$ cat config.mk
export PLATFORM = sky130hd
export DESIGN_NAME = sorted_priority_queue_unit
export DESIGN_NICKNAME = d
export VERILOG_FILES = /design/src/sv/spq_pkg.sv /design/src/sv/spq_ram.sv /design/src/sv/spq_datapath.sv /design/src/sv/spq_ctrl.sv /design/src/sv/sorted_priority_queue_unit.sv
export SDC_FILE = /design/constraint.sdc
export NUM_CORES = 1
export LEC_CHECK = 0
export BUFFER_PORTS_ARGS = -buffer_cell sky130_fd_sc_hd__clkbuf_2
export CAP_MARGIN = 20
export CELL_PAD_IN_SITES_DETAIL_PLACEMENT = 2
export CELL_PAD_IN_SITES_GLOBAL_PLACEMENT = 2
export CORE_MARGIN = 5
export CORE_UTILIZATION = 48
export DETAILED_ROUTE_END_ITERATION = 8
export PLACE_DENSITY_LB_ADDON = 0.1
export SETUP_SLACK_MARGIN = 0.02
export SYNTH_ARGS = -nofsm -noshare
export SYNTH_HDL_FRONTEND = slang
export SYNTH_SLANG_ARGS = --single-unit
$ cat constraint.sdc
create_clock -name clk -period 17 [get_ports clk]
set_clock_uncertainty 0.1 [all_clocks]
set_input_delay 0.85 -clock clk [delete_from_list [all_inputs] [get_ports clk]]
set_output_delay 0.85 -clock clk [all_outputs]
set_load 0.005 [all_outputs]
$ cat src/sv/spq_pkg.sv
package spq_pkg;

    // Default number of entry slots
    localparam int SPQ_DEPTH_DEFAULT = 16;

    // Fixed field widths
    localparam int VALUE_W     = 32;
    localparam int PRIO_W      = 16;
    localparam int COUNT_OUT_W = 5;
    localparam int IN_DATA_W   = VALUE_W + PRIO_W;
    localparam int OUT_DATA_W  = VALUE_W + 3 * PRIO_W + COUNT_OUT_W + 3 - PRIO_W;

    // Operation codes carried on the input tuser
    localparam logic FUNC_INSERT = 1'b0;
    localparam logic FUNC_POP    = 1'b1;

    // One stored queue entry
    typedef struct packed {
        logic [PRIO_W-1:0]  prio;
        logic [VALUE_W-1:0] value;
    } entry_t;

    // Commands from the controller to the datapath
    typedef struct packed {
        logic load_item;
        logic ins_step;
        logic ins_place;
        logic pop_adv;
        logic head_load;
        logic err_set;
        logic out_load;
    } spq_cmd_t;

    // Status from the datapath to the controller
    typedef struct packed {
        logic op_pop;
        logic q_full;
        logic q_empty;
        logic cnt_one;
        logic idx_zero;
        logic idx_one;
        logic rd_lower;
        logic out_free;
    } spq_status_t;

endpackage

$ cat src/sv/spq_ram.sv
module spq_ram #(
    parameter int WIDTH = 48,
    parameter int DEPTH = 16
) (
    input  logic                     clk,
    input  logic                     wr_en,
    input  logic [$clog2(DEPTH)-1:0] wr_addr,
    input  logic [WIDTH-1:0]         wr_data,
    input  logic [$clog2(DEPTH)-1:0] rd_addr,
    output logic [WIDTH-1:0]         rd_data
);

    logic [WIDTH-1:0] mem [DEPTH];
    logic [WIDTH-1:0] rd_data_reg;

    // Write port and registered read port
    always_ff @(posedge clk)
    begin
        if (wr_en)
        begin
            mem[wr_addr] <= wr_data;
        end
        rd_data_reg <= mem[rd_addr];
    end

    assign rd_data = rd_data_reg;

endmodule

$ cat src/sv/spq_datapath.sv
module spq_datapath
    import spq_pkg::*;
#(
    parameter int QUEUE_DEPTH = SPQ_DEPTH_DEFAULT
) (
    input  logic                  clk,
    input  logic                  rst_n,
    input  spq_cmd_t              cmd,
    output spq_status_t           status,
    input  logic [IN_DATA_W-1:0]  in_data,
    input  logic                  in_func,
    output logic                  out_valid,
    input  logic                  out_ready,
    output logic [OUT_DATA_W-1:0] out_data
);

    localparam int PTR_W = $clog2(QUEUE_DEPTH);
    localparam int CNT_W = $clog2(QUEUE_DEPTH + 1);
    localparam logic [PTR_W-1:0] LAST_SLOT = PTR_W'(QUEUE_DEPTH - 1);
    localparam logic [CNT_W-1:0] FULL_CNT  = CNT_W'(QUEUE_DEPTH);

    // Step a circular slot pointer back or forward
    function automatic logic [PTR_W-1:0] ptr_dec(input logic [PTR_W-1:0] p);
        logic [PTR_W-1:0] r;
        r = (p == '0) ? LAST_SLOT : p - PTR_W'(1);
        return r;
    endfunction

    function automatic logic [PTR_W-1:0] ptr_inc(input logic [PTR_W-1:0] p);
        logic [PTR_W-1:0] r;
        r = (p == LAST_SLOT) ? '0 : p + PTR_W'(1);
        return r;
    endfunction

    // Control state
    logic [PTR_W-1:0] head_ptr_reg, head_ptr_next;
    logic [PTR_W-1:0] tail_ptr_reg, tail_ptr_next;
    logic [CNT_W-1:0] cnt_reg, cnt_next;
    logic             out_valid_reg, out_valid_next;

    // Payload state
    logic             op_reg;
    entry_t           item_reg;
    logic [PTR_W-1:0] hole_reg;
    logic [CNT_W-1:0] idx_reg;
    entry_t           head_reg;
    entry_t           popped_reg;
    logic             err_reg;
    logic [OUT_DATA_W-1:0] out_data_reg;

    // Memory ports
    logic             wr_en;
    logic [PTR_W-1:0] wr_addr;
    entry_t           wr_data;
    logic [PTR_W-1:0] rd_addr;
    entry_t           rd_data;
    logic [$bits(entry_t)-1:0] rd_bits;

    logic [PRIO_W-1:0] head_prio_out;

    spq_ram #(
        .WIDTH ($bits(entry_t)),
        .DEPTH (QUEUE_DEPTH)
    ) u_ram (
        .clk     (clk),
        .wr_en   (wr_en),
        .wr_addr (wr_addr),
        .wr_data (wr_data),
        .rd_addr (rd_addr),
        .rd_data (rd_bits)
    );

    assign rd_data = rd_bits;

    // Shift an entry up into the hole, or drop the new item into it
    always_comb
    begin
        wr_en   = cmd.ins_step | cmd.ins_place;
        wr_addr = hole_reg;
        wr_data = cmd.ins_step ? rd_data : item_reg;
    end

    // Look one slot below the hole, two while stepping, or at the next head on pop
    always_comb
    begin
        priority if (cmd.ins_step)
        begin
            rd_addr = ptr_dec(ptr_dec(hole_reg));
        end
        else if (cmd.pop_adv)
        begin
            rd_addr = ptr_inc(head_ptr_reg);
        end
        else
        begin
            rd_addr = ptr_dec(hole_reg);
        end
    end

    // Next values of control state
    always_comb
    begin
        head_ptr_next  = head_ptr_reg;
        tail_ptr_next  = tail_ptr_reg;
        cnt_next       = cnt_reg;
        out_valid_next = out_valid_reg;
        if (cmd.ins_place)
        begin
            tail_ptr_next = ptr_inc(tail_ptr_reg);
            cnt_next      = cnt_reg + CNT_W'(1);
        end
        if (cmd.pop_adv)
        begin
            head_ptr_next = ptr_inc(head_ptr_reg);
            cnt_next      = cnt_reg - CNT_W'(1);
        end
        if (cmd.out_load)
        begin
            out_valid_next = 1'b1;
        end
        else if (out_ready)
        begin
            out_valid_next = 1'b0;
        end
    end

    always_ff @(posedge clk or negedge rst_n)
    begin
        if (!rst_n)
        begin
            head_ptr_reg  <= '0;
            tail_ptr_reg  <= '0;
            cnt_reg       <= '0;
            out_valid_reg <= 1'b0;
        end
        else
        begin
            head_ptr_reg  <= head_ptr_next;
            tail_ptr_reg  <= tail_ptr_next;
            cnt_reg       <= cnt_next;
            out_valid_reg <= out_valid_next;
        end
    end

    assign head_prio_out = (cnt_reg == '0) ? '0 : head_reg.prio;

    // Payload registers
    always_ff @(posedge clk)
    begin
        if (cmd.load_item)
        begin
            op_reg     <= in_func;
            item_reg   <= in_data;
            hole_reg   <= tail_ptr_reg;
            idx_reg    <= cnt_reg;
            popped_reg <= '0;
            err_reg    <= 1'b0;
        end
        if (cmd.ins_step)
        begin
            hole_reg <= ptr_dec(hole_reg);
            idx_reg  <= idx_reg - CNT_W'(1);
        end
        if (cmd.ins_place && idx_reg == '0)
        begin
            head_reg <= item_reg;
        end
        if (cmd.pop_adv)
        begin
            popped_reg <= head_reg;
        end
        if (cmd.head_load)
        begin
            head_reg <= rd_data;
        end
        if (cmd.err_set)
        begin
            err_reg <= 1'b1;
        end
        if (cmd.out_load)
        begin
            out_data_reg <= {err_reg,
                             cnt_reg == FULL_CNT,
                             cnt_reg == '0,
                             COUNT_OUT_W'(cnt_reg),
                             head_prio_out,
                             popped_reg.prio,
                             popped_reg.value};
        end
    end

    // Status back to the controller
    always_comb
    begin
        status.op_pop   = (op_reg == FUNC_POP);
        status.q_full   = (cnt_reg == FULL_CNT);
        status.q_empty  = (cnt_reg == '0);
        status.cnt_one  = (cnt_reg == CNT_W'(1));
        status.idx_zero = (idx_reg == '0);
        status.idx_one  = (idx_reg == CNT_W'(1));
        status.rd_lower = (rd_data.prio < item_reg.prio);
        status.out_free = !out_valid_reg || out_ready;
    end

    assign out_valid = out_valid_reg;
    assign out_data  = out_data_reg;

    // Occupancy never exceeds the slot count
    a_cnt_bound: assert property (@(posedge clk) disable iff (!rst_n)
        cnt_reg <= FULL_CNT)
        else $error("occupancy above queue depth");

    // A pop only advances a non-empty queue
    a_pop_nonempty: assert property (@(posedge clk) disable iff (!rst_n)
        cmd.pop_adv |-> cnt_reg != '0)
        else $error("pop advanced an empty queue");

    // The insert walk never steps past the head
    a_step_bound: assert property (@(posedge clk) disable iff (!rst_n)
        cmd.ins_step |-> (idx_reg != '0 && !status.q_full))
        else $error("insert walk stepped past the head");

    // A placed entry raises the count by exactly one
    a_place_count: assert property (@(posedge clk) disable iff (!rst_n)
        cmd.ins_place |=> cnt_reg == $past(cnt_reg) + CNT_W'(1))
        else $error("insert did not raise the count by one");

endmodule

$ cat src/sv/spq_ctrl.sv
module spq_ctrl
    import spq_pkg::*;
(
    input  logic        clk,
    input  logic        rst_n,
    input  logic        in_valid,
    output logic        in_ready,
    input  spq_status_t status,
    output spq_cmd_t    cmd
);

    typedef enum logic [2:0] {
        ST_IDLE,
        ST_DECIDE,
        ST_INS_CMP,
        ST_INS_PLACE,
        ST_POP_LOAD,
        ST_FINISH
    } state_t;

    state_t state_reg, state_next;

    // Sequence one item at a time
    always_comb
    begin
        state_next = state_reg;
        cmd        = '0;
        in_ready   = 1'b0;
        unique case (state_reg)
            ST_IDLE:
            begin
                in_ready = 1'b1;
                if (in_valid)
                begin
                    cmd.load_item = 1'b1;
                    state_next    = ST_DECIDE;
                end
            end
            ST_DECIDE:
            begin
                if (status.op_pop)
                begin
                    if (status.q_empty)
                    begin
                        cmd.err_set = 1'b1;
                        state_next  = ST_FINISH;
                    end
                    else
                    begin
                        cmd.pop_adv = 1'b1;
                        state_next  = status.cnt_one ? ST_FINISH : ST_POP_LOAD;
                    end
                end
                else
                begin
                    if (status.q_full)
                    begin
                        cmd.err_set = 1'b1;
                        state_next  = ST_FINISH;
                    end
                    else if (status.idx_zero)
                    begin
                        cmd.ins_place = 1'b1;
                        state_next    = ST_FINISH;
                    end
                    else
                    begin
                        state_next = ST_INS_CMP;
                    end
                end
            end
            ST_INS_CMP:
            begin
                if (status.rd_lower)
                begin
                    cmd.ins_step = 1'b1;
                    state_next   = status.idx_one ? ST_INS_PLACE : ST_INS_CMP;
                end
                else
                begin
                    cmd.ins_place = 1'b1;
                    state_next    = ST_FINISH;
                end
            end
            ST_INS_PLACE:
            begin
                cmd.ins_place = 1'b1;
                state_next    = ST_FINISH;
            end
            ST_POP_LOAD:
            begin
                cmd.head_load = 1'b1;
                state_next    = ST_FINISH;
            end
            ST_FINISH:
            begin
                if (status.out_free)
                begin
                    cmd.out_load = 1'b1;
                    state_next   = ST_IDLE;
                end
            end
            default:
            begin
                state_next = ST_IDLE;
            end
        endcase
    end

    always_ff @(posedge clk or negedge rst_n)
    begin
        if (!rst_n)
        begin
            state_reg <= ST_IDLE;
        end
        else
        begin
            state_reg <= state_next;
        end
    end

    // A result is only loaded into a free output register
    a_out_free: assert property (@(posedge clk) disable iff (!rst_n)
        cmd.out_load |-> status.out_free)
        else $error("result loaded over an untaken result");

endmodule

$ cat src/sv/sorted_priority_queue_unit.sv
// Sorted max-priority queue with QUEUE_DEPTH entry slots.
// Input stream (s_axis): one operation per transfer. tuser selects insert
// (0) or pop (1); tdata carries the value and priority of an insert.
// Output stream (m_axis): exactly one result per operation, in order: the
// popped value and priority (zero unless a pop succeeded), the head priority,
// the count, empty and full flags after the operation, and an error flag for
// a pop on an empty queue or an insert on a full one (both ignored).
// Equal priorities leave in arrival order.
// Entries live in a single-port-pair RAM used as a ring; an insert walks
// from the tail toward the head, moving each lower-priority entry up one slot
// per cycle. An insert into an empty queue places the item without a walk; a
// pop reads the new head from the RAM unless it empties the queue. One
// operation is in progress at a time.
// Reset empties the queue at once; no clearing pass is needed.
// The result sits in an output register; if m_axis stalls, the block still
// accepts and works the next operation and holds its result until the
// output register is taken.
module sorted_priority_queue_unit
    import spq_pkg::*;
#(
    parameter int QUEUE_DEPTH = SPQ_DEPTH_DEFAULT
) (
    input  logic                  clk,
    input  logic                  rst_n,
    input  logic                  s_axis_tvalid,
    output logic                  s_axis_tready,
    // item_value[31:0], item_priority[47:32]
    input  logic [IN_DATA_W-1:0]  s_axis_tdata,
    // func[0]
    input  logic [0:0]            s_axis_tuser,
    output logic                  m_axis_tvalid,
    input  logic                  m_axis_tready,
    // popped_value[31:0], popped_priority[47:32], head_priority[63:48],
    // entry_count[68:64], is_empty[69], is_full[70], op_error[71]
    output logic [OUT_DATA_W-1:0] m_axis_tdata
);

    spq_cmd_t    cmd;
    spq_status_t status;

    spq_ctrl u_ctrl (
        .clk      (clk),
        .rst_n    (rst_n),
        .in_valid (s_axis_tvalid),
        .in_ready (s_axis_tready),
        .status   (status),
        .cmd      (cmd)
    );

    spq_datapath #(
        .QUEUE_DEPTH (QUEUE_DEPTH)
    ) u_datapath (
        .clk       (clk),
        .rst_n     (rst_n),
        .cmd       (cmd),
        .status    (status),
        .in_data   (s_axis_tdata),
        .in_func   (s_axis_tuser[0]),
        .out_valid (m_axis_tvalid),
        .out_ready (m_axis_tready),
        .out_data  (m_axis_tdata)
    );

endmodule
# Word level (Yosys, flattened, before mapping)

Memory sizes are Yosys's and may differ from the RTL's. A register that Yosys moved wholly into a read port is not among the register bits.
Cells that the tools add are included.

Input port bits: 53
Memories kept: 1
Word-level logic and storage cells: 105
Output and inout bits: 74
Bits in registers: 244
Bits in writable memories: 768

Reduce and logical (&&, ||, !) cells: 15
$add $sub $neg: 7
$lt $le $gt $ge: 1
Mux-type cells: 51
Equality and inequality tests: 12
Bitwise operators: 1

Memory list:

| name                 | words | bits a word | rd ports | clocked after Yosys merged registers in | wr ports | RTL line      | source |
|---|---|---|---|---|---|---|---|
| u_datapath.u_ram.mem | 16    | 48          | 1        | 1                                       | 1        | spq_ram.sv:13 | `logic [WIDTH-1:0] mem [DEPTH];` |

Operator list:

| cell                  | count |
|---|---|
| $mux W48              | 5 |
| $mux W4               | 8 |
| $mux W1               | 25 |
| $mux W3               | 7 |
| $mux W5               | 4 |
| $lt A16 B16 Y1        | 1 |
| $pmux W3 S5           | 1 |
| $eq A5 B1 Y1 const B  | 2 |
| $logic_not A5 Y1      | 2 |
| $reduce_bool A2 Y1    | 5 |
| $sub A5 B1 Y5 const B | 2 |
| $add A4 B1 Y4 const B | 2 |
| $eq A4 B4 Y1 const B  | 2 |
| $logic_not A4 Y1      | 2 |
| $sub A4 B1 Y4 const B | 2 |
| $eq A3 B2 Y1 const B  | 2 |
| $eq A3 B3 Y1 const B  | 2 |
| $add A5 B1 Y5 const B | 1 |
| $eq A5 B5 Y1 const B  | 1 |
| $ne A2 B2 Y1 const B  | 2 |
| $eq A3 B1 Y1 const B  | 1 |
| $logic_not A3 Y1      | 1 |
| $pmux W1 S3           | 1 |
| $reduce_and A2 Y1     | 1 |
| other kinds (5)       | 5 |

# Logic depth before layout (Yosys ltp)

Gate-level depths: netlist of run 1.

Depth in word-level cells: 8
Mapped depth: 15
Depth with buffers taken out: 11

# Hierarchy

Synthesis of run 1 repeated with hierarchy kept, for this count alone.

Cells, all modules: 1910
Area total of the unflattened synthesis: 39877.0 um^2

By module, submodules not included:

| module       | area each (um^2) | sequential area each (um^2) | times used | cells an instance |
|---|---|---|---|---|
| spq_ram      | 29691.0          | 24023.0                     | 1          | 1242 |
| spq_datapath | 9918.3           | 7156.9                      | 1          | 636 |
| spq_ctrl     | 267.8            | 75.1                        | 1          | 32 |

# Worst setup path before layout of run 1

OpenSTA, ideal clock, no wires.

Path type: input to register
From: input port m_axis_tready
To: register u_datapath.out_data_reg[0] (netlist: u_datapath.out_data[0]) (enable)
Stages: 3
Slack: 9.990 ns
Data arrival time: 6.305 ns
Setup time: 0.606 ns
Path buffers: 0
Required time: 16.294 ns
Path through: nand2b_1 > nand2_1 > nor3b_1

RTL lines:

| what                 | RTL line                         | source |
|---|---|---|
| from (decl)          | sorted_priority_queue_unit.sv:32 | `input logic m_axis_tready,` |
| to (signal assigned) | spq_datapath.sv:182              | `out_data_reg <= {err_reg,` |
| to (decl)            | spq_datapath.sv:49               | `logic [OUT_DATA_W-1:0] out_data_reg;` |

# Worst setup path in the final report of run 1

From: register u_datapath.item_reg[39] (netlist bit)
To: register u_datapath.u_ram.rd_data_reg[5] (netlist: u_datapath.u_ram.rd_data[5]), read port of u_datapath.u_ram.mem

Cells in the longest elaborated chain, start to end: 4

Ends and longest elaborated chain:

| what                   | RTL line            | source |
|---|---|---|
| from (decl)            | spq_datapath.sv:43  | `entry_t item_reg;` |
| from (signal assigned) | spq_datapath.sv:153 | `item_reg <= in_data;` |
| $lt A16 B16 Y1         | spq_datapath.sv:201 | `status.rd_lower = (rd_data.prio < item_reg.prio);` |
| $mux W1                | spq_ctrl.sv:74      | `if (status.rd_lower)` |
| $mux W1                | spq_ctrl.sv:29      | `unique case (state_reg)` |
| $mux W4                | spq_datapath.sv:86  | `priority if (cmd.ins_step)` |
| to (decl)              | spq_ram.sv:14       | `logic [WIDTH-1:0] rd_data_reg;` |

Every way passes these cells.
A chain may end at the register's enable or synchronous reset.

==> impl.org, run 1 <==
** Global routing
- Summed over all layers, the global routing overflow is 0.
- Vias in the first global route :: 29.16k
- First-pass GRT wire length :: 208.5 mm
- Number of antenna violations at the first check in global routing :: 4
- For this run, the total global-route usage over all layers was measured as 0.3185.
- Maximum number of pins on one net before global-route repair :: 168

** Layout
- The repair_antennas step left the layout with diodes totalling 0.
- Post-route insts no fill :: 4270
- In the final layout, the share of cells above drive strength 1 is 0.1436.
- Total Nets Final :: 3116
- Commonest non-fill, non-tap cell in the layout :: sky130_fd_sc_hd__edfxtp_1
- Leading cell types in the layout, fill and taps excluded :: sky130_fd_sc_hd__edfxtp_1 (994), sky130_fd_sc_hd__nand2_1 (742), sky130_fd_sc_hd__nand3_1 (194)
- Flip-flop count of the largest register, all copies and words added :: 768
- Synth-to-layout area growth :: 14.21%

** Worst setup path
- STA classifies the critical path startpoint as a register.
- Counting buffers and inverters, the worst setup path is 12 cells deep.
- On the critical path, the stage with the largest delay is an instance of sky130_fd_sc_hd__a211o_2.
- For the worst setup path, the data required time is 17510 ps.
- Along the worst path, the maximum fanout reaches 167.
- Data on the critical path arrives at its endpoint at 6460 ps.
- Type of the setup path with the least slack :: reg2reg
- Crit path largest cell delay :: 800 ps
- The worst setup path is captured at a register.
- Traced cell by cell, the critical path runs through inv_1 > ha_1 > nand2_1 > or3_1 > o221ai_1 > a211o_2 > a221o_4 > buf_12 > nand2_4 > o22ai_1 > nor4_1 > nor2_1.
- The worst register-to-register path has a depth of 12.
- The kind of cell with the highest combined delay along the critical path is compound AO/OA/AOI/OAI gates.
- Critical path buffers and inverters :: 2

** Routing
- Number of DRC markers after the initial detailed-route iteration :: 2824
- Remaining design rule violation count :: 0
- WL final :: 145.8 mm
- Dividing the detail-routed via count by the number of cells gives 6.189.
- Total via count in the routed design :: 26.43k
- First-pass iteration count of the detailed router :: 5
- Final antenna-violating net count :: 0
- Post-detailed-route wirelength per cell :: 34.14 um

** Clock network
- The clock passes through at most 3 buffers.
- TritonCTS built the clock tree.
- The number of hold buffers added after CTS was 0.
- CTS saw 1060 sinks.
- Clock tree synthesis inserted a total of 108 buffers.
- Post-CTS setup-driven buffer insertion count :: 0
- At the later pin of the worst-skew pair, clock insertion delay measures 690 ps.
- Clock transition at the registers of the reported paths :: 70 ps
- The H-tree was split into 3 levels.
- Cts repair resizes :: 0
- Library cell used as clock root buffer :: sky130_fd_sc_hd__clkbuf_16

** Die
- The die is 301.6 um wide.
- For this configuration, the core starts out at a cell density of 0.4815.
- Height of the die :: 301.6 um
- The floorplan has 107 rows.
- Core area :: 84750 um^2
- The floorplan step defined a die boundary enclosing 90950 um^2.
- 127 I/O pins were placed.

** STA
- Crit share post-route :: 0.3503
- Setup repair after global routing left no endpoint under its margin.
- The smallest clock period supported by the final layout is computed as 5955 ps.
- The number of pins exceeding their max-slew limit in the final report came to 0.
- For the pin with the worst max-slew slack, the measured transition is 1166 ps.
- Fmax achieved :: 0.1679 GHz
- Setup violations remaining at the end of the flow were counted as 0.
- The number of hold violations in the final report is 0.
- In the final timing run, aggregate negative setup slack is 0 ps.
- Max-Slew Margin vs Limit :: 0.2226

** Synth
- In this run, synthesis produced a sequential element count of 1060.
- A synthesized cell averages 14.17 um^2.
- Yosys mapped the design onto 55 distinct sky130hd cell types.
- Main synth FF type :: sky130_fd_sc_hd__edfxtp_1
- Counting every net in the synthesized netlist gives 2964.
- After synthesis, the share of flip-flops with an asynchronous set or reset is 0.01604.
- For this run, the register share of the synthesized area comes to 0.7659.
- Number of enable-type register cells in the synthesized netlist :: 994
- Count of warnings emitted by yosys :: 0
- Synthesis handed over a netlist of 2879 instances.
- The synthesized netlist occupies a cell area of 40810 um^2.

** Power and ir drop
- In this run the power density over the cells is 220.8 nW/um^2.
- VDD sags by at most 297.3 uV.
- Cell leakage power :: 0.01641 uW

** Job
- Max_cap viols :: 0

** Placement
- In this run, placement finished with an instance count of 4059.
- Detailed placement finished with a half-perimeter wire length of 74.66 mm.
- The congestion estimate from routability-driven global placement came to 0.7467.
- The count of buffers added on input and output ports is 126.

** Run status
- Status :: completed

** Worst hold path
- The tightest min-delay check is of the in2async type.
through the flow:
stage	worst slack, ps	hold slack (ps)	utilization	power, uW	area [um^2]
after detailed placement	11310	305.9	0.5051	7590	42800
after floorplan	9990	300.3	-	6092	40810
after global routing	10910	58.21	0.5500	10700	46610
final	11040	31.32	0.5500	10290	46610
after CTS	11100	17.34	0.5492	10290	46540
after global placement	11600	303.4	0.5051	7266	42800
kinds of logic (layout without fill, tap and decap cells):
kind of cell               after synthesis  after routing  share of synthesized area
AOI/OAI and AO/OA                      234            234                    0.03256
buffers and inverters                  178            425                    0.02162
and+or+nand+nor                       1219           1219                     0.1306
xor gates and xnor gates                12             12                   0.002575
muxes                                  144            144                    0.03692
adders and majority gates               32             32                   0.009811
DFF                                   1060           1060                     0.7659
layer usage:
layer | vias up | track usage | part of all wire
li1 | 10830 | - | -
met1 | 13900 | 0.4009 | 0.38
met2 | 1345 | 0.5463 | 0.50
met3 | 353 | 0.06493 | 0.079
met4 | 4 | 0.1237 | 0.043
met5 | - | 0 | 0.00021
final cells by class:
cell class / count / area (um^2)
clock inverters: 50 / 613.1
clock buffers: 155 / 3123
fillers: 7595 / 38140
flip-flops and latches: 1060 / 31260
multi-input cells: 1641 / 8890
repair buffers: 196 / 1206
inverters: 24 / 90.09
well taps: 1144 / 1431
power by group:
part	switching, uW	internal, uW
Clock	1060	1480
Sequential	225	3510
Combinational	2990	1020
Total	4280	6010
synthesized netlist by cell type, drive strengths merged (2+ instances only):
library cell,number,area share
and2b,2,0.00037
nor3,13,0.0016
clkbuf,61,0.0056
a31oi,6,0.00092
or3,2,0.00031
and2,49,0.0075
o22ai,49,0.0075
a21oi,108,0.013
a221oi,2,0.00086
edfxtp,994,0.73
nor2b,15,0.0023
nand3b,2,0.00037
nor3b,4,0.00074
nand2,745,0.069
nor2,83,0.0077
a21o,2,0.00037
a211o,3,0.00064
nand4,52,0.0080
inv,24,0.0022
xor2,4,0.00086
ha,32,0.0098
mux2i,105,0.026
buf,93,0.014
nand2b,5,0.00077
nand3,194,0.024
a211oi,2,0.00037
xnor2,8,0.0017
mux2,39,0.011
dfxtp,49,0.024
a22oi,2,0.00037
o21a,2,0.00037
o21ai,50,0.0061
nor4,49,0.0075
dfrtp,17,0.010
worst reg2reg max path, stage by stage (launching register included):
cell and delay (ps):
sky130_fd_sc_hd__edfxtp_1 390, sky130_fd_sc_hd__inv_1 110, sky130_fd_sc_hd__ha_1 320, sky130_fd_sc_hd__nand2_1 80
sky130_fd_sc_hd__or3_1 310, sky130_fd_sc_hd__o221ai_1 620, sky130_fd_sc_hd__a211o_2 800, sky130_fd_sc_hd__a221o_4 580
sky130_fd_sc_hd__buf_12 640, sky130_fd_sc_hd__nand2_4 990, sky130_fd_sc_hd__o22ai_1 610, sky130_fd_sc_hd__nor4_1 140
sky130_fd_sc_hd__nor2_1 180
final timing paths:
path                                          start  slack (ps)                     endpoint
max in group asynchronous                     rst_n       16420   u_datapath.tail_ptr_reg[3]
setup / recovery            u_datapath.item_reg[39]       11040  u_datapath.u_ram.rd_data[5]
setup reg to reg            u_datapath.item_reg[39]       11040  u_datapath.u_ram.rd_data[5]
min in group clk                   s_axis_tdata[15]         240      u_datapath.item_reg[15]
hold / removal                                rst_n          30          u_ctrl.state_reg[0]
hold reg to reg            u_datapath.popped_reg[6]         320       u_datapath.out_data[6]
(Power assumes the default switching activity.)
==> inputs of run 2 (changes only) <==
--- a/config.mk
+++ b/config.mk
@@ -10,7 +10,7 @@
 export CELL_PAD_IN_SITES_DETAIL_PLACEMENT = 2
 export CELL_PAD_IN_SITES_GLOBAL_PLACEMENT = 2
 export CORE_MARGIN = 5
-export CORE_UTILIZATION = 48
+export CORE_UTILIZATION = 41
 export DETAILED_ROUTE_END_ITERATION = 8
 export PLACE_DENSITY_LB_ADDON = 0.1
 export SETUP_SLACK_MARGIN = 0.02
==> constraint.sdc (replaced) <==
create_clock -name clk -period 4.9 [get_ports clk]
set_clock_uncertainty 0.1 [all_clocks]
set_input_delay 0.245 -clock clk [delete_from_list [all_inputs] [get_ports clk]]
set_output_delay 0.245 -clock clk [all_outputs]
set_load 0.005 [all_outputs]
==> run 2 against run 1 <==
Final cell count is 5.4% higher. Clock power rose to 3.2 times the previous value. Via count down 4.1%. Clock-buffer cell count is 13 higher. Total power grew to 3.4 times the previous value. Final area is 2.3% higher. Critical path depth did not move. Global-route usage decreased by 7.7 points. Register-to-register slack got worse by 10000 ps. Sequential power increased to 3.4 times the previous value. Sequential cell count unchanged. Combinational power rose to 3.4 times the previous value. Critical path type unchanged. Critical endpoint is now u_datapath.u_ram.rd_data[38]. Highest routed layer unchanged.
==> impl.org, run 2 (synthesis gave the netlist of run 1 again) <==
** Worst setup path
- The arrival time at the worst endpoint came to 4830 ps (was 6460 ps).
- Type of the setup path with the least slack :: reg2reg (unchanged)
- The combined buffer and inverter count along the critical path came to 2 (unchanged).
- Max Fanout on Critical Path :: 48 (was 167)
- The most numerous cell type found on the critical path is sky130_fd_sc_hd__nand2_1.
- Endpoint type of the worst setup path :: register (unchanged)
- Critical-path cell with the highest stage delay :: sky130_fd_sc_hd__buf_4 (was sky130_fd_sc_hd__a211o_2)
- The required time at the endpoint of the critical path came to 5390 ps (was 17510 ps).
- Startpoint types :: register (unchanged)
- The cell class contributing the biggest share of worst-path delay is compound AO/OA/AOI/OAI gates (unchanged).
- Crit-path cells :: inv_1 > ha_1 > nand2_1 > or3_1 > o221ai_1 > a211o_2 > mux2i_4 > buf_4 > nand2_1 > a21oi_1 > nor4_1 > nor2_1 (was inv_1 > ha_1 > nand2_1 > or3_1 > o221ai_1 > a211o_2 > a221o_4 > buf_12 > nand2_4 > o22ai_1 > nor4_1 > nor2_1)
- Crit path largest cell delay :: 740 ps (was 800 ps)

** Power and ir drop
- Internal portion of total power :: 20870 uW (was 6012 uW)
- The proportion of power drawn by flip-flops and latches is 0.370 (was 0.363).
- Switching component of the power :: 14080 uW (was 4280 uW)
- Peak supply drop :: 939.1 uV (was 297.3 uV)
- Comb pwr share :: 0.395 (was 0.390)
- Cell leakage power :: 0.01676 uW (was 0.01641 uW)
- The total power density per cell area was 733.5 nW/um^2 (was 220.8 nW/um^2).
- The switching fraction of total power came to 0.4029 (was 0.4159).
- The fraction of power consumed by the clock network is 0.235 (was 0.247).

** Die
- The area of the die was 105900 um^2 (was 90950 um^2).
- The horizontal die dimension is 325.5 um (was 301.6 um).
- I/O pins :: 127 (unchanged)
- FP Rows :: 115 (was 107)
- Initial cell density of the core :: 0.4140 (was 0.4815)
- Height of the die :: 325.5 um (was 301.6 um)
- The core box area was 98560 um^2 (was 84750 um^2).

** STA
- The period utilization was 0.8854 (was 0.3503).
- The fmax came to 0.2305 GHz (was 0.1679 GHz).
- The number of pins exceeding their max-slew limit in the final report came to 0 (unchanged).
- The worst slew margin relative to its limit was 0.3165 (was 0.2226).
- The time the worst path needs with I/O delays and setup came to 4339 ps (was 5955 ps).
- TNS Setup :: 0 ps (unchanged)
- Unrepaired setup endpoints after global routing :: false (unchanged)
- Final hold viol count :: 0 (unchanged)
- Number of endpoints failing setup at the final stage :: 0 (unchanged)
- The transition time at the pin with the least slew margin was 1025 ps (was 1166 ps).

** Layout
- The core utilization of the finished layout came to 0.4835 (was 0.5500).
- Leading cell types in the layout, fill and taps excluded: sky130_fd_sc_hd__edfxtp_1 (994), sky130_fd_sc_hd__nand2_1 (742), sky130_fd_sc_hd__nand3_1 (194) (unchanged).
- Commonest non-fill, non-tap cell in the layout :: sky130_fd_sc_hd__edfxtp_1 (unchanged)
- Flip-flop count of the largest register, all copies and words added :: 768 (unchanged)
- The area overhead of the layout relative to synthesis was 16.79% (was 14.21%).
- The share of layout cells above drive strength 1 was 0.1435 (was 0.1436).
- The final net count is 3203 (was 3116).

** Routing
- Total via count in the routed design :: 25.34k (was 26.43k)
- Number of DRC markers after the initial detailed-route iteration :: 2130 (was 2824)
- WL final :: 129.1 mm (was 145.8 mm)
- First-pass iteration count of the detailed router :: 5 (unchanged)
- The count of antenna-violating nets left after detailed routing is 0 (unchanged).
- Post-detailed-route wirelength per cell :: 28.68 um (was 34.14 um)
- The post-detailed-route DRC marker count came to 0 (unchanged).
- The detail-routed via count per cell came to 5.631 (was 6.189).

** Global routing
- Number of antenna violations at the first check in global routing :: 7 (was 4)
- Vias in the first global route :: 28.02k (was 29.16k)
- Remaining Overflow, GRT :: 0 (unchanged)
- Maximum number of pins on one net before global-route repair :: 134 (was 168)
- The global-route wire length before repair came to 190.1 mm (was 208.5 mm).
- Total routing usage reported by global routing :: 0.2410 (was 0.3185)

** Clock network
- The number of clock buffers inserted by TritonCTS was 114 (was 108).
- Clk_lat worst skew :: 710 ps (was 690 ps)
- TritonCTS clock tree :: built (unchanged)
- The buffer count from post-CTS setup fixing is 0 (unchanged).
- The clock slew at the register clock pins of the worst setup and hold paths was 60 ps (was 70 ps).
- Maximum clock insertion buffer count :: 3 (unchanged)
- Library cell used as clock root buffer :: sky130_fd_sc_hd__clkbuf_16 (unchanged)
- # clock sinks :: 1060 (unchanged)
- The H-tree level count was 3 (unchanged).

** Placement
- The number of port buffers was 126 (unchanged).
- The final weighted congestion in routability-driven placement was 0.7674 (was 0.7467).
- The placed wire-length estimate after detailed placement is 72.43 mm (was 74.66 mm).

** Job
- Max_cap viols :: 0 (unchanged)

** Worst hold path
- Class of the most critical hold timing path :: in2reg (was in2async)

** Run status
- Status: completed (unchanged).
[run 2: cell types whose count changed in the layout (fill, tap and decap cells not counted), sizes merged]
cell	change
diode	+1
bufinv	-10
dlygate4sd3	+53
inv	+1
clkinv	+4
buf	+29
clkinvlp	-3
clkbuf	+12
[run 2: area by class of cell]
cell class | count | area [um^2]
multi-input cells | 1641 | 8925
clock buffers | 168 | 3227
flip-flops and latches | 1060 | 31260
fillers | 9224 | 50900
well taps | 1287 | 1610
diodes | 1 | 2.502
clock inverters | 42 | 315.3
inverters | 24 | 90.09
repair buffers | 277 | 2235
[run 2: what timing repair did]
action                                 in CTS  in global routing
endpoints found under the hold margin      69                  0
hold buffers                               53                  0
gates resized for setup                     0                  0
[run 2: power by group through the flow]
stage / Combinational (uW) / Clock (uW) / Sequential (uW)
after floorplan: 8400 / 0 / 12700
after global routing: 14900 / 8810 / 13000
final: 13800 / 8210 / 12900
after detailed placement: 13700 / 0 / 13100
after CTS: 13900 / 8400 / 12900
after global placement: 13000 / 0 / 13000
[run 2: final timing paths]
path | slack (ps) | start | to | depth (start not counted)
setup / recovery | 560 | u_datapath.item_reg[39] | u_datapath.u_ram.rd_data[38] | 12
hold / removal | 170 | s_axis_tdata[24] | u_datapath.item_reg[24] | 2
setup reg to reg | 560 | u_datapath.item_reg[39] | u_datapath.u_ram.rd_data[38] | 12
hold reg to reg | 320 | u_datapath.popped_reg[3] | u_datapath.out_data[3] | 0
max in group asynchronous | 3470 | rst_n | u_datapath.head_ptr_reg[3] | 3
min in group asynchronous | 680 | rst_n | u_ctrl.state_reg[2] | 3
[run 2: per-layer routing]
| layer | track usage | wire length [um] | part of all wire |
|---|---|---|---|
| met1 | 0.3263 | 56230 | 0.44 |
| met5 | 0 | 11 | 0.000085 |
| met3 | 0.03480 | 5986 | 0.046 |
| met2 | 0.4151 | 64010 | 0.50 |
| met4 | 0.05715 | 2820 | 0.022 |
[run 2: stage by stage]
stage | cell area (um^2) | setup WS (ps) | hold slack (ps) | cells | power [uW]
floorplan | 40830 | 212.6 | -150.6 | 2879 | 21120
detailed placement | 43580 | 694.1 | 129.7 | 4236 | 26810
finish | 47660 | 561.3 | 166.0 | 4500 | 34960
global route | 47660 | 349.2 | 130.9 | 4499 | 36710
CTS | 47660 | 572.9 | 114.6 | 4499 | 35220
global placement | 43580 | 853.7 | 122.5 | 4236 | 25980
